[src/hw/rtl/assert_macros.svh]
// assertion helpers for the rtl
`ifndef ASSERT_MACROS_SVH
`define ASSERT_MACROS_SVH

// expression holds at every edge out of reset
`define CHK_ALWAYS(label, clk, rst_n, expr, msg) \
label: assert property (@(posedge clk) disable iff (!rst_n) (expr)) else $error(msg);

// consequent holds in the same cycle as the antecedent
`define CHK_IMPLY(label, clk, rst_n, ante, cons, msg) \
label: assert property (@(posedge clk) disable iff (!rst_n) (ante) |-> (cons)) else $error(msg);

`endif

[src/hw/rtl/lfra_pkg.sv]
`timescale 1ns / 1ps
`default_nettype none

package lfra_pkg;

    localparam int TIME_IN_W = 32;
    localparam int TAG_W     = 16;
    localparam int ROOM_W    = 7;

    typedef struct packed {
        logic release_en;
        logic grant_en;
    } lfra_ctl_t;

endpackage

`default_nettype wire

[src/hw/rtl/lfra_cell.sv]
`timescale 1ns / 1ps
`default_nettype none

module lfra_cell #(
    parameter int TIME_BITS = 32
) (
    input  wire logic                   clk,
    input  wire logic                   rst_n,
    input  wire lfra_pkg::lfra_ctl_t    ctl,
    input  wire logic [TIME_BITS-1:0]   arrival,
    input  wire logic [TIME_BITS-1:0]   departure,
    input  wire logic                   claim_in,
    output logic                        claim_out,
    output logic                        granted
);

    logic                 busy_reg;
    logic                 busy_next;
    logic [TIME_BITS-1:0] release_reg;
    logic [TIME_BITS-1:0] release_next;

    assign granted   = claim_in & ~busy_reg;
    assign claim_out = claim_in & busy_reg;

    always_comb
    begin
        busy_next    = busy_reg;
        release_next = release_reg;
        if (ctl.release_en && busy_reg && (release_reg < arrival))
        begin
            busy_next = 1'b0;
        end
        if (ctl.grant_en && granted)
        begin
            busy_next    = 1'b1;
            release_next = departure;
        end
    end

    always_ff @(posedge clk or negedge rst_n)
    begin
        if (!rst_n)
        begin
            busy_reg <= 1'b0;
        end
        else
        begin
            busy_reg <= busy_next;
        end
    end

    always_ff @(posedge clk)
    begin
        release_reg <= release_next;
    end

endmodule

`default_nettype wire

[src/hw/rtl/lfra_encoder.sv]
`timescale 1ns / 1ps
`default_nettype none

module lfra_encoder #(
    parameter int NUM_ROOMS = 64
) (
    input  wire logic [NUM_ROOMS-1:0]           grant_vec,
    output logic                                found,
    output logic [$clog2(NUM_ROOMS+1)-1:0]      index
);

    localparam int ROOM_BITS = $clog2(NUM_ROOMS + 1);

    // one-hot to binary, or of the indexes of the set bits
    always_comb
    begin
        index = '0;
        for (int i = 0; i < NUM_ROOMS; i++)
        begin
            if (grant_vec[i])
            begin
                index = index | ROOM_BITS'(i);
            end
        end
    end

    assign found = |grant_vec;

endmodule

`default_nettype wire

[src/hw/rtl/lowest_free_room_allocator_core.sv]
// an accepted input word is registered, then passes the release step and the grant step,
// which writes the result word; a new word waits until idle or until a result is written
// the release compare runs in every room cell at once, then a claim chain through the cells
// picks the lowest free room; a stalled output holds the grant step until it drains
// async reset (rst_n low) frees all rooms, clears the used count; release times are not reset
`timescale 1ns / 1ps
`default_nettype none
`include "assert_macros.svh"

module lowest_free_room_allocator_core #(
    parameter int NUM_ROOMS = 64,
    parameter int TIME_BITS = 32
) (
    input  wire logic                               clk,
    input  wire logic                               rst_n,
    input  wire logic                               in_valid,
    output logic                                    in_stall,
    input  wire logic [lfra_pkg::TIME_IN_W-1:0]     arrival,
    input  wire logic [lfra_pkg::TIME_IN_W-1:0]     departure,
    input  wire logic [lfra_pkg::TAG_W-1:0]         tag,
    output logic                                    out_valid,
    input  wire logic                               out_stall,
    output logic [lfra_pkg::TAG_W-1:0]              tag_out,
    output logic [lfra_pkg::ROOM_W-1:0]             room,
    output logic [lfra_pkg::ROOM_W-1:0]             rooms_used,
    output logic                                    no_room
);

    localparam int ROOM_BITS = $clog2(NUM_ROOMS + 1);

    localparam logic [1:0] PH_IDLE    = 2'd0;
    localparam logic [1:0] PH_RELEASE = 2'd1;
    localparam logic [1:0] PH_GRANT   = 2'd2;

    logic [1:0]                    phase_reg;
    logic [1:0]                    phase_next;
    logic [TIME_BITS-1:0]          arr_reg;
    logic [TIME_BITS-1:0]          dep_reg;
    logic [lfra_pkg::TAG_W-1:0]    tag_reg;
    logic [ROOM_BITS-1:0]          highest_used_reg;
    logic [ROOM_BITS-1:0]          highest_used_next;
    logic                          out_valid_reg;
    logic                          out_valid_next;
    logic [lfra_pkg::TAG_W-1:0]    tag_out_reg;
    logic [lfra_pkg::ROOM_W-1:0]   room_reg;
    logic [lfra_pkg::ROOM_W-1:0]   rooms_used_reg;
    logic                          no_room_reg;

    lfra_pkg::lfra_ctl_t           ctl;
    logic [NUM_ROOMS:0]            claim;
    logic [NUM_ROOMS-1:0]          grant_vec;
    logic                          found;
    logic [ROOM_BITS-1:0]          pick_index;
    logic [ROOM_BITS-1:0]          pick_room;
    logic                          can_write;
    logic                          commit;
    logic                          in_accept;

    assign can_write = ~out_valid_reg | ~out_stall;
    assign commit    = (phase_reg == PH_GRANT) && can_write;
    assign in_stall  = ~((phase_reg == PH_IDLE) || commit);
    assign in_accept = in_valid & ~in_stall;

    assign ctl.release_en = (phase_reg == PH_RELEASE);
    assign ctl.grant_en   = commit;

    // room cells, claim token ripples from room 1 upward
    assign claim[0] = 1'b1;

    for (genvar g = 0; g < NUM_ROOMS; g++)
    begin : g_cell
        lfra_cell #(
            .TIME_BITS (TIME_BITS)
        ) u_cell (
            .clk       (clk),
            .rst_n     (rst_n),
            .ctl       (ctl),
            .arrival   (arr_reg),
            .departure (dep_reg),
            .claim_in  (claim[g]),
            .claim_out (claim[g+1]),
            .granted   (grant_vec[g])
        );
    end

    lfra_encoder #(
        .NUM_ROOMS (NUM_ROOMS)
    ) u_encoder (
        .grant_vec (grant_vec),
        .found     (found),
        .index     (pick_index)
    );

    assign pick_room = pick_index + ROOM_BITS'(1);

    always_comb
    begin
        highest_used_next = highest_used_reg;
        if (commit && found && (pick_room > highest_used_reg))
        begin
            highest_used_next = pick_room;
        end
    end

    always_comb
    begin
        phase_next = phase_reg;
        priority if (in_accept)
        begin
            phase_next = PH_RELEASE;
        end
        else if (phase_reg == PH_RELEASE)
        begin
            phase_next = PH_GRANT;
        end
        else if (commit)
        begin
            phase_next = PH_IDLE;
        end
    end

    always_comb
    begin
        out_valid_next = out_valid_reg;
        priority if (commit)
        begin
            out_valid_next = 1'b1;
        end
        else if (!out_stall)
        begin
            out_valid_next = 1'b0;
        end
    end

    always_ff @(posedge clk or negedge rst_n)
    begin
        if (!rst_n)
        begin
            phase_reg        <= PH_IDLE;
            highest_used_reg <= '0;
            out_valid_reg    <= 1'b0;
        end
        else
        begin
            phase_reg        <= phase_next;
            highest_used_reg <= highest_used_next;
            out_valid_reg    <= out_valid_next;
        end
    end

    // input word and result word payload
    always_ff @(posedge clk)
    begin
        if (in_accept)
        begin
            arr_reg <= TIME_BITS'(arrival);
            dep_reg <= TIME_BITS'(departure);
            tag_reg <= tag;
        end
        if (commit)
        begin
            tag_out_reg    <= tag_reg;
            room_reg       <= found ? lfra_pkg::ROOM_W'(pick_room) : '0;
            rooms_used_reg <= lfra_pkg::ROOM_W'(highest_used_next);
            no_room_reg    <= ~found;
        end
    end

    assign out_valid  = out_valid_reg;
    assign tag_out    = tag_out_reg;
    assign room       = room_reg;
    assign rooms_used = rooms_used_reg;
    assign no_room    = no_room_reg;

    `CHK_ALWAYS(a_grant_onehot, clk, rst_n, $onehot0(grant_vec), "more than one room granted")
    `CHK_IMPLY(a_refused_room_zero, clk, rst_n, out_valid && no_room, room == '0, "refused word has a room")
    `CHK_ALWAYS(a_used_monotonic, clk, rst_n, highest_used_reg >= $past(highest_used_reg), "rooms_used fell")
    `CHK_IMPLY(a_no_accept_busy, clk, rst_n, phase_reg == PH_RELEASE, in_stall && !commit, "accept during release")

endmodule

`default_nettype wire

[config.mk]
export PLATFORM = sky130hd
export DESIGN_NAME = lowest_free_room_allocator_core
export DESIGN_NICKNAME = d
export VERILOG_FILES = /design/src/hw/rtl/lfra_pkg.sv /design/src/hw/rtl/lfra_cell.sv /design/src/hw/rtl/lfra_encoder.sv /design/src/hw/rtl/lowest_free_room_allocator_core.sv
export VERILOG_INCLUDE_DIRS = /design/src /design/src/hw/rtl
export SDC_FILE = /design/constraint.sdc
export NUM_CORES = 2
export LEC_CHECK = 0
export BUFFER_PORTS_ARGS = -buffer_cell sky130_fd_sc_hd__clkbuf_2
export CAP_MARGIN = 20
export CELL_PAD_IN_SITES_DETAIL_PLACEMENT = 0
export CELL_PAD_IN_SITES_GLOBAL_PLACEMENT = 2
export CORE_MARGIN = 1
export CORE_UTILIZATION = 30
export DETAILED_ROUTE_END_ITERATION = 6
export PLACE_DENSITY = 0.56
export SYNTH_ARGS = -nofsm -noshare
export SYNTH_HDL_FRONTEND = slang
export SYNTH_HIERARCHICAL = 1
export SYNTH_SLANG_ARGS = --single-unit
[constraint.sdc]
create_clock -name clk -period 19.7 [get_ports clk]
set_input_delay 3.94 -clock clk [delete_from_list [all_inputs] [get_ports clk]]
set_output_delay 3.94 -clock clk [all_outputs]
set_load 0.01 [all_outputs]
* Word-level counts from Yosys, hierarchy flattened *
Cells that the tools add are included.

word-level totals
  output and inout bits = 33
  input bits = 84
  bits in registers = 2233

cells by class
  magnitude comparators = 65
  add/sub/neg operators = 1
  bitwise operators = 195
  muxes and demuxes = 201
  equal/unequal tests = 3
  reduce and logical (&&, ||, !) cells = 263

operators with widths
  kind                 number
  $lt 32x32->1         64
  $logic_and 1x1->1    195
  $mux 6               32
  $mux 1               132
  $reduce_bool 2->1    64
  $and 1x1->1          126
  $mux 5               16
  $not 1->1            68
  $reduce_or 64->1     1
  $mux 4               8
  $mux 2               8
  $mux 3               4
  $add 7x1->7 const B  1
  $gt 7x7->1           1
  $mux 7               1
  $reduce_bool 3->1    1
  $eq 2x1->1 const B   1
  $eq 2x2->1 const B   1
  $logic_not 2->1      1
  $ne 2x1->1 const B   1
  $logic_or 1x1->1     1
  $or 1x1->1           1

* Longest topological paths before layout *
  word-level depth = 69
  mapped depth = 77

* Modules after synthesis *
Netlist, hierarchy kept.

by module, submodules not included
  module                           instances  sequential area each (µm²)  area each (µm²)  cells each
  lfra_cell                        64         985.9                       1815.5           149
  lowest_free_room_allocator_core  1          3583.4                      4061.4           183
  lfra_encoder                     1          0.0                         362.8            60

* Worst setup path after synthesis *
No wires, ideal clock.

  path kind = flip-flop to flip-flop
  from = register g_cell[0].u_cell.busy_reg
  to = register rooms_used_reg (netlist bit rooms_used[1]) (data pin)
  slack = 5113 ps
  data required time = 19437 ps
  setup time = 263 ps
  buffers on the path = 0
  stages on the path, launching flop included = 78
  arrival time = 14323 ps
  cells stage by stage = dfrtp_1 > and2_2 > and2_2 > and2_2 > and2_2 > and2_2 > and2_2 > and2_2 > and2_2 > and2_2 > and2_2 > and2_2 > and2_2 > and2_2 > and2_2 > and2_2 > and2_2 > and2_2 > [42 not listed] > and2_2 > and2_2 > and2_2 > and2_2 > nor2b_1 > nor4_1 > nand4_1 > nor2_1 > nand4_1 > ha_1 > nand3_1 > nor2_1 > xor2_1 > ha_1 > and4_1 > a21boi_4 > o2111ai_4 > mux2_2

between the ends
  cells in the longest elaborated chain, start to end = 68

ends and longest elaborated chain
  what                            RTL line                                text
  start: declaration              lfra_cell.sv:17                         logic busy_reg;
  start signal: assignment        lfra_cell.sv:48                         busy_reg <= busy_next;
  $and 1x1->1                     lfra_cell.sv:23                         assign claim_out = claim_in & busy_reg;
  named net claim[2]              lowest_free_room_allocator_core.sv:50   logic [NUM_ROOMS:0] claim;
  $and 1x1->1                     lfra_cell.sv:23
  named net claim[3]              lowest_free_room_allocator_core.sv:50
  $and 1x1->1                     lfra_cell.sv:23
  named net claim[4]              lowest_free_room_allocator_core.sv:50
  $and 1x1->1                     lfra_cell.sv:23
  named net claim[5]              lowest_free_room_allocator_core.sv:50
  [1 not listed]                  -
  named net claim[6]              lowest_free_room_allocator_core.sv:50
  [1 not listed]                  -
  named net claim[7]              lowest_free_room_allocator_core.sv:50
  [1 not listed]                  -
  named net claim[8]              lowest_free_room_allocator_core.sv:50
  [1 not listed]                  -
  named net claim[9]              lowest_free_room_allocator_core.sv:50
  [1 not listed]                  -
  named net claim[10]             lowest_free_room_allocator_core.sv:50
  [1 not listed]                  -
  named net claim[11]             lowest_free_room_allocator_core.sv:50
  [1 not listed]                  -
  named net claim[12]             lowest_free_room_allocator_core.sv:50
  [1 not listed]                  -
  named net claim[13]             lowest_free_room_allocator_core.sv:50
  [1 not listed]                  -
  named net claim[14]             lowest_free_room_allocator_core.sv:50
  [1 not listed]                  -
  named net claim[15]             lowest_free_room_allocator_core.sv:50
  [1 not listed]                  -
  named net claim[16]             lowest_free_room_allocator_core.sv:50
  [1 not listed]                  -
  named net claim[17]             lowest_free_room_allocator_core.sv:50
  [1 not listed]                  -
  named net claim[18]             lowest_free_room_allocator_core.sv:50
  [1 not listed]                  -
  named net claim[19]             lowest_free_room_allocator_core.sv:50
  [1 not listed]                  -
  named net claim[20]             lowest_free_room_allocator_core.sv:50
  [1 not listed]                  -
  named net claim[21]             lowest_free_room_allocator_core.sv:50
  [1 not listed]                  -
  named net claim[22]             lowest_free_room_allocator_core.sv:50
  [1 not listed]                  -
  named net claim[23]             lowest_free_room_allocator_core.sv:50
  [1 not listed]                  -
  named net claim[24]             lowest_free_room_allocator_core.sv:50
  [1 not listed]                  -
  named net claim[25]             lowest_free_room_allocator_core.sv:50
  [1 not listed]                  -
  named net claim[26]             lowest_free_room_allocator_core.sv:50
  [1 not listed]                  -
  named net claim[27]             lowest_free_room_allocator_core.sv:50
  [1 not listed]                  -
  named net claim[28]             lowest_free_room_allocator_core.sv:50
  [1 not listed]                  -
  named net claim[29]             lowest_free_room_allocator_core.sv:50
  [1 not listed]                  -
  named net claim[30]             lowest_free_room_allocator_core.sv:50
  [1 not listed]                  -
  named net claim[31]             lowest_free_room_allocator_core.sv:50
  [1 not listed]                  -
  named net claim[32]             lowest_free_room_allocator_core.sv:50
  [1 not listed]                  -
  named net claim[33]             lowest_free_room_allocator_core.sv:50
  [1 not listed]                  -
  named net claim[34]             lowest_free_room_allocator_core.sv:50
  [1 not listed]                  -
  named net claim[35]             lowest_free_room_allocator_core.sv:50
  [1 not listed]                  -
  named net claim[36]             lowest_free_room_allocator_core.sv:50
  [1 not listed]                  -
  named net claim[37]             lowest_free_room_allocator_core.sv:50
  [1 not listed]                  -
  named net claim[38]             lowest_free_room_allocator_core.sv:50
  [1 not listed]                  -
  named net claim[39]             lowest_free_room_allocator_core.sv:50
  [1 not listed]                  -
  named net claim[40]             lowest_free_room_allocator_core.sv:50
  [1 not listed]                  -
  named net claim[41]             lowest_free_room_allocator_core.sv:50
  [1 not listed]                  -
  named net claim[42]             lowest_free_room_allocator_core.sv:50
  [1 not listed]                  -
  named net claim[43]             lowest_free_room_allocator_core.sv:50
  [1 not listed]                  -
  named net claim[44]             lowest_free_room_allocator_core.sv:50
  [1 not listed]                  -
  named net claim[45]             lowest_free_room_allocator_core.sv:50
  [1 not listed]                  -
  named net claim[46]             lowest_free_room_allocator_core.sv:50
  [1 not listed]                  -
  named net claim[47]             lowest_free_room_allocator_core.sv:50
  [1 not listed]                  -
  named net claim[48]             lowest_free_room_allocator_core.sv:50
  [1 not listed]                  -
  named net claim[49]             lowest_free_room_allocator_core.sv:50
  [1 not listed]                  -
  named net claim[50]             lowest_free_room_allocator_core.sv:50
  [1 not listed]                  -
  named net claim[51]             lowest_free_room_allocator_core.sv:50
  [1 not listed]                  -
  named net claim[52]             lowest_free_room_allocator_core.sv:50
  [1 not listed]                  -
  named net claim[53]             lowest_free_room_allocator_core.sv:50
  [1 not listed]                  -
  named net claim[54]             lowest_free_room_allocator_core.sv:50
  [1 not listed]                  -
  named net claim[55]             lowest_free_room_allocator_core.sv:50
  [1 not listed]                  -
  named net claim[56]             lowest_free_room_allocator_core.sv:50
  [1 not listed]                  -
  named net claim[57]             lowest_free_room_allocator_core.sv:50
  [1 not listed]                  -
  named net claim[58]             lowest_free_room_allocator_core.sv:50
  [1 not listed]                  -
  named net claim[59]             lowest_free_room_allocator_core.sv:50
  [1 not listed]                  -
  named net claim[60]             lowest_free_room_allocator_core.sv:50
  [1 not listed]                  -
  named net claim[61]             lowest_free_room_allocator_core.sv:50
  [1 not listed]                  -
  named net claim[62]             lowest_free_room_allocator_core.sv:50
  [1 not listed]                  -
  named net claim[63]             lowest_free_room_allocator_core.sv:50
  [1 not listed]                  -
  named net grant_vec[63]         lowest_free_room_allocator_core.sv:51   logic [NUM_ROOMS-1:0] grant_vec;
  $mux 6                          lfra_encoder.sv:20                      if (grant_vec[i])
  named net pick_index[0]         lowest_free_room_allocator_core.sv:53   logic [ROOM_BITS-1:0] pick_index;
  $add 7x1->7                     lowest_free_room_allocator_core.sv:94   assign pick_room = pick_index + ROOM_BITS'(1);
  named net pick_room[6]          lowest_free_room_allocator_core.sv:54   logic [ROOM_BITS-1:0] pick_room;
  $gt 7x7->1                      lowest_free_room_allocator_core.sv:99   if (commit && found && (pick_room > highest_used_reg))
  $logic_and 1x1->1               lowest_free_room_allocator_core.sv:99
  $mux 7                          lowest_free_room_allocator_core.sv:99
  named net highest_used_next[1]  lowest_free_room_allocator_core.sv:41   logic [ROOM_BITS-1:0] highest_used_next;
  end signal: assignment          lowest_free_room_allocator_core.sv:164  rooms_used_reg <= lfra_pkg::ROOM_W'(highest_used_next);
  end: declaration                lowest_free_room_allocator_core.sv:46   logic [lfra_pkg::ROOM_W-1:0] rooms_used_reg;

The timed path passes the listed nets, and every way through them passes these cells.
A chain may end at the register's enable or synchronous reset.

* Worst setup path in the final report *
  from = register g_cell[0].u_cell.busy_reg
  to = register rooms_used_reg (netlist bit rooms_used[3]) (data pin)

The elaborated chain is that of the path after synthesis.

==> results.md <==
* Leakage at 59.43 nW
* WS Path Type: register to register
* # H-tree levels at 5
* M3 GR Usage at 2.292%
* Layout fillers at 38740
* Peak VDD IR at 0.1153 mV
* Max-slew violation total from the final report at 0
* Final Hold Vio Count at 0
* Clk slew on worst S/H paths at 0.06 ns
* Total Routing Usage GR at 21.07%
* DR iter-0 viols at 6655
* Worst Path Buf+Inv at 0
* Fin util at 34.57%
* Layout cells sized above 1 at 9.176%
* Final setup vio count at 0
* Status: finished, final reports clean
* CP Max Fanout at 7
* Slowest CP cell: nor4_2
* Final nets at 12400
* CTS max path bufs at 4
* Syn avg cell area at 12.33 sq um
* Final Critical Period at 17.18 ns
* PostCTS Resize Cnt at 0
* Multi-input logic area at 0.04623 sq mm
* Tcrit/Tclk final at 87.20%
* Met1 Use GR at 28.94%
* Power Density at 101.6 mW/mm^2
* Fmax at 0.05821 GHz
* Slew margin rel. at 25.03%
* Initial antenna violation count at 70
* Total CTS buffers at 282
* Worst EP arrival at 17.85 ns
* Least-Margin Pin Slew at 1.125 ns
* WL per Instance at 27.26 um
* Post-CTS setup buffers at 0
* Post-Syn Instances at 9778
* Met2 Use GR at 35.62%
* Pre-antenna DRT Iters at 5
* Max reg flops at 2048
* RSZ-0062 raised after global routing: no
* Yosys warning total at 6
* Gp weighted congestion at 0.7804
* # clock sinks at 2233
* # rows at 232
* Maxcap violations at 0
* Die X at 636.1 um
* GR Overflow Total at 0
* Critical path required time at 20.37 ns
* Starting density of the core at 30.17%
* IO Pins at 117
* GR peak layer: met2
* Vias per cell at 4.959
* Port Buf Inserts at 116
* Routed wire length at 432500 um
* Cell area after synthesis at 0.1206 sq mm
* Crit start category: register
* Vias at 78680
* Detail Route Antenna Nets at 0
* CP most frequent cell: and2_2
* CP top delay family: simple AND/OR/NAND/NOR gates
* Worst Skew at 0.04453 ns
* Largest net degree at the start of global routing at 65
* DIE HEIGHT at 636.1 um
* Vias in the first global route at 79230
* Worst-Skew Late Latency at 0.94 ns
* Root Buffer: clkbuf_16
* Hold_buf cts at 0
* Core area at 0.3997 sq mm
* CP Capture Type: register
* Register Area at 0.06668 sq mm
* First-pass GRT wire length at 600500 um
* Layout area overhead at 14.57%
* Setup TNS at 0 ns
* DRC Markers at 0
* Worst hold path class: register to register
* Hpwl dp at 235600 um
* CTS tree: yes
* Crit path largest cell delay at 0.78 ns
* Die area at 0.4046 sq mm
per-layer routing:
metal,routed length [um],vias up,share of wire (%)
met5,0,-,0
met4,9186,0,2.1
met3,21520,406,5.0
met2,205000,1909,47
met1,196900,39760,46
li1,-,36610,-
through the flow:
stage	hold slack, ns	power (mW)	area, sq um	instances	setup slack, ns
after floorplan	0.4003	7.459	120600	9779	5.122
after global placement	0.4016	9.128	129400	15310	2.366
after detailed placement	0.4059	9.182	129400	15310	2.575
after CTS	0.4188	14.28	138100	15810	2.488
after global routing	0.4195	14.72	138100	15820	1.957
final	0.4194	14.04	138200	15870	2.521
power by group:
group	internal [mW]	switching, mW
registers	5.49	0.0545
logic	0.959	2.52
clock network	2.88	2.14
total	9.32	4.71
worst register-to-register path: cells and delay by family (launching register included):
kind | cells | cell delay [ns]
AO/OA/AOI/OAI | 2 | 0.51
XOR/XNOR | 1 | 0.19
adder cells (fa/ha/maj) | 1 | 0.30
flip-flops | 1 | 0.41
multiplexers | 1 | 0.40
AND/OR/NAND/NOR | 70 | 15.14
area by class of cell:
class                   instances  share of cell area (%)
diodes                         52                 0.09417
clock buffers                 384                   5.490
clock inverters               124                  0.7642
inverters                    2057                   5.588
multi-input cells            5488                   33.45
flip-flops and latches       2233                   48.26
well taps                    5265                   4.767
repair buffers                263                   1.585
final timing paths:
path                                           start                          to  slack (ns)  cells after the start
hold reg to reg                           tag_reg[1]                  tag_out[1]        0.42                      0
setup / recovery           g_cell[0].u_cell/busy_reg               rooms_used[3]        2.52                     75
hold / removal                            tag_reg[1]                  tag_out[1]        0.42                      0
max in group asynchronous                      rst_n  g_cell[29].u_cell/busy_reg       14.95                      2
min in group asynchronous                      rst_n                phase_reg[0]        3.03                      1
setup reg to reg           g_cell[0].u_cell/busy_reg               rooms_used[3]        2.52                     75
cells in the final DEF (no fill, tap or decap), types with 65 or more instances in the layout:
cell,n
clkbuf_1,93
o211ai_1,128
clkbuf_16,287
nand4_1,263
buf_4,107
clkbuf_2,115
nand2b_1,65
and4_1,66
a21oi_1,771
nor2_1,76
or3_1,66
nand3_1,328
inv_1,2057
edfxtp_1,2159
nor4_1,85
ha_1,1992
o21ai_0,257
a21o_1,129
dfrtp_1,74
nand2_1,585
No activity file was read; power rests on OpenSTA's default activity.
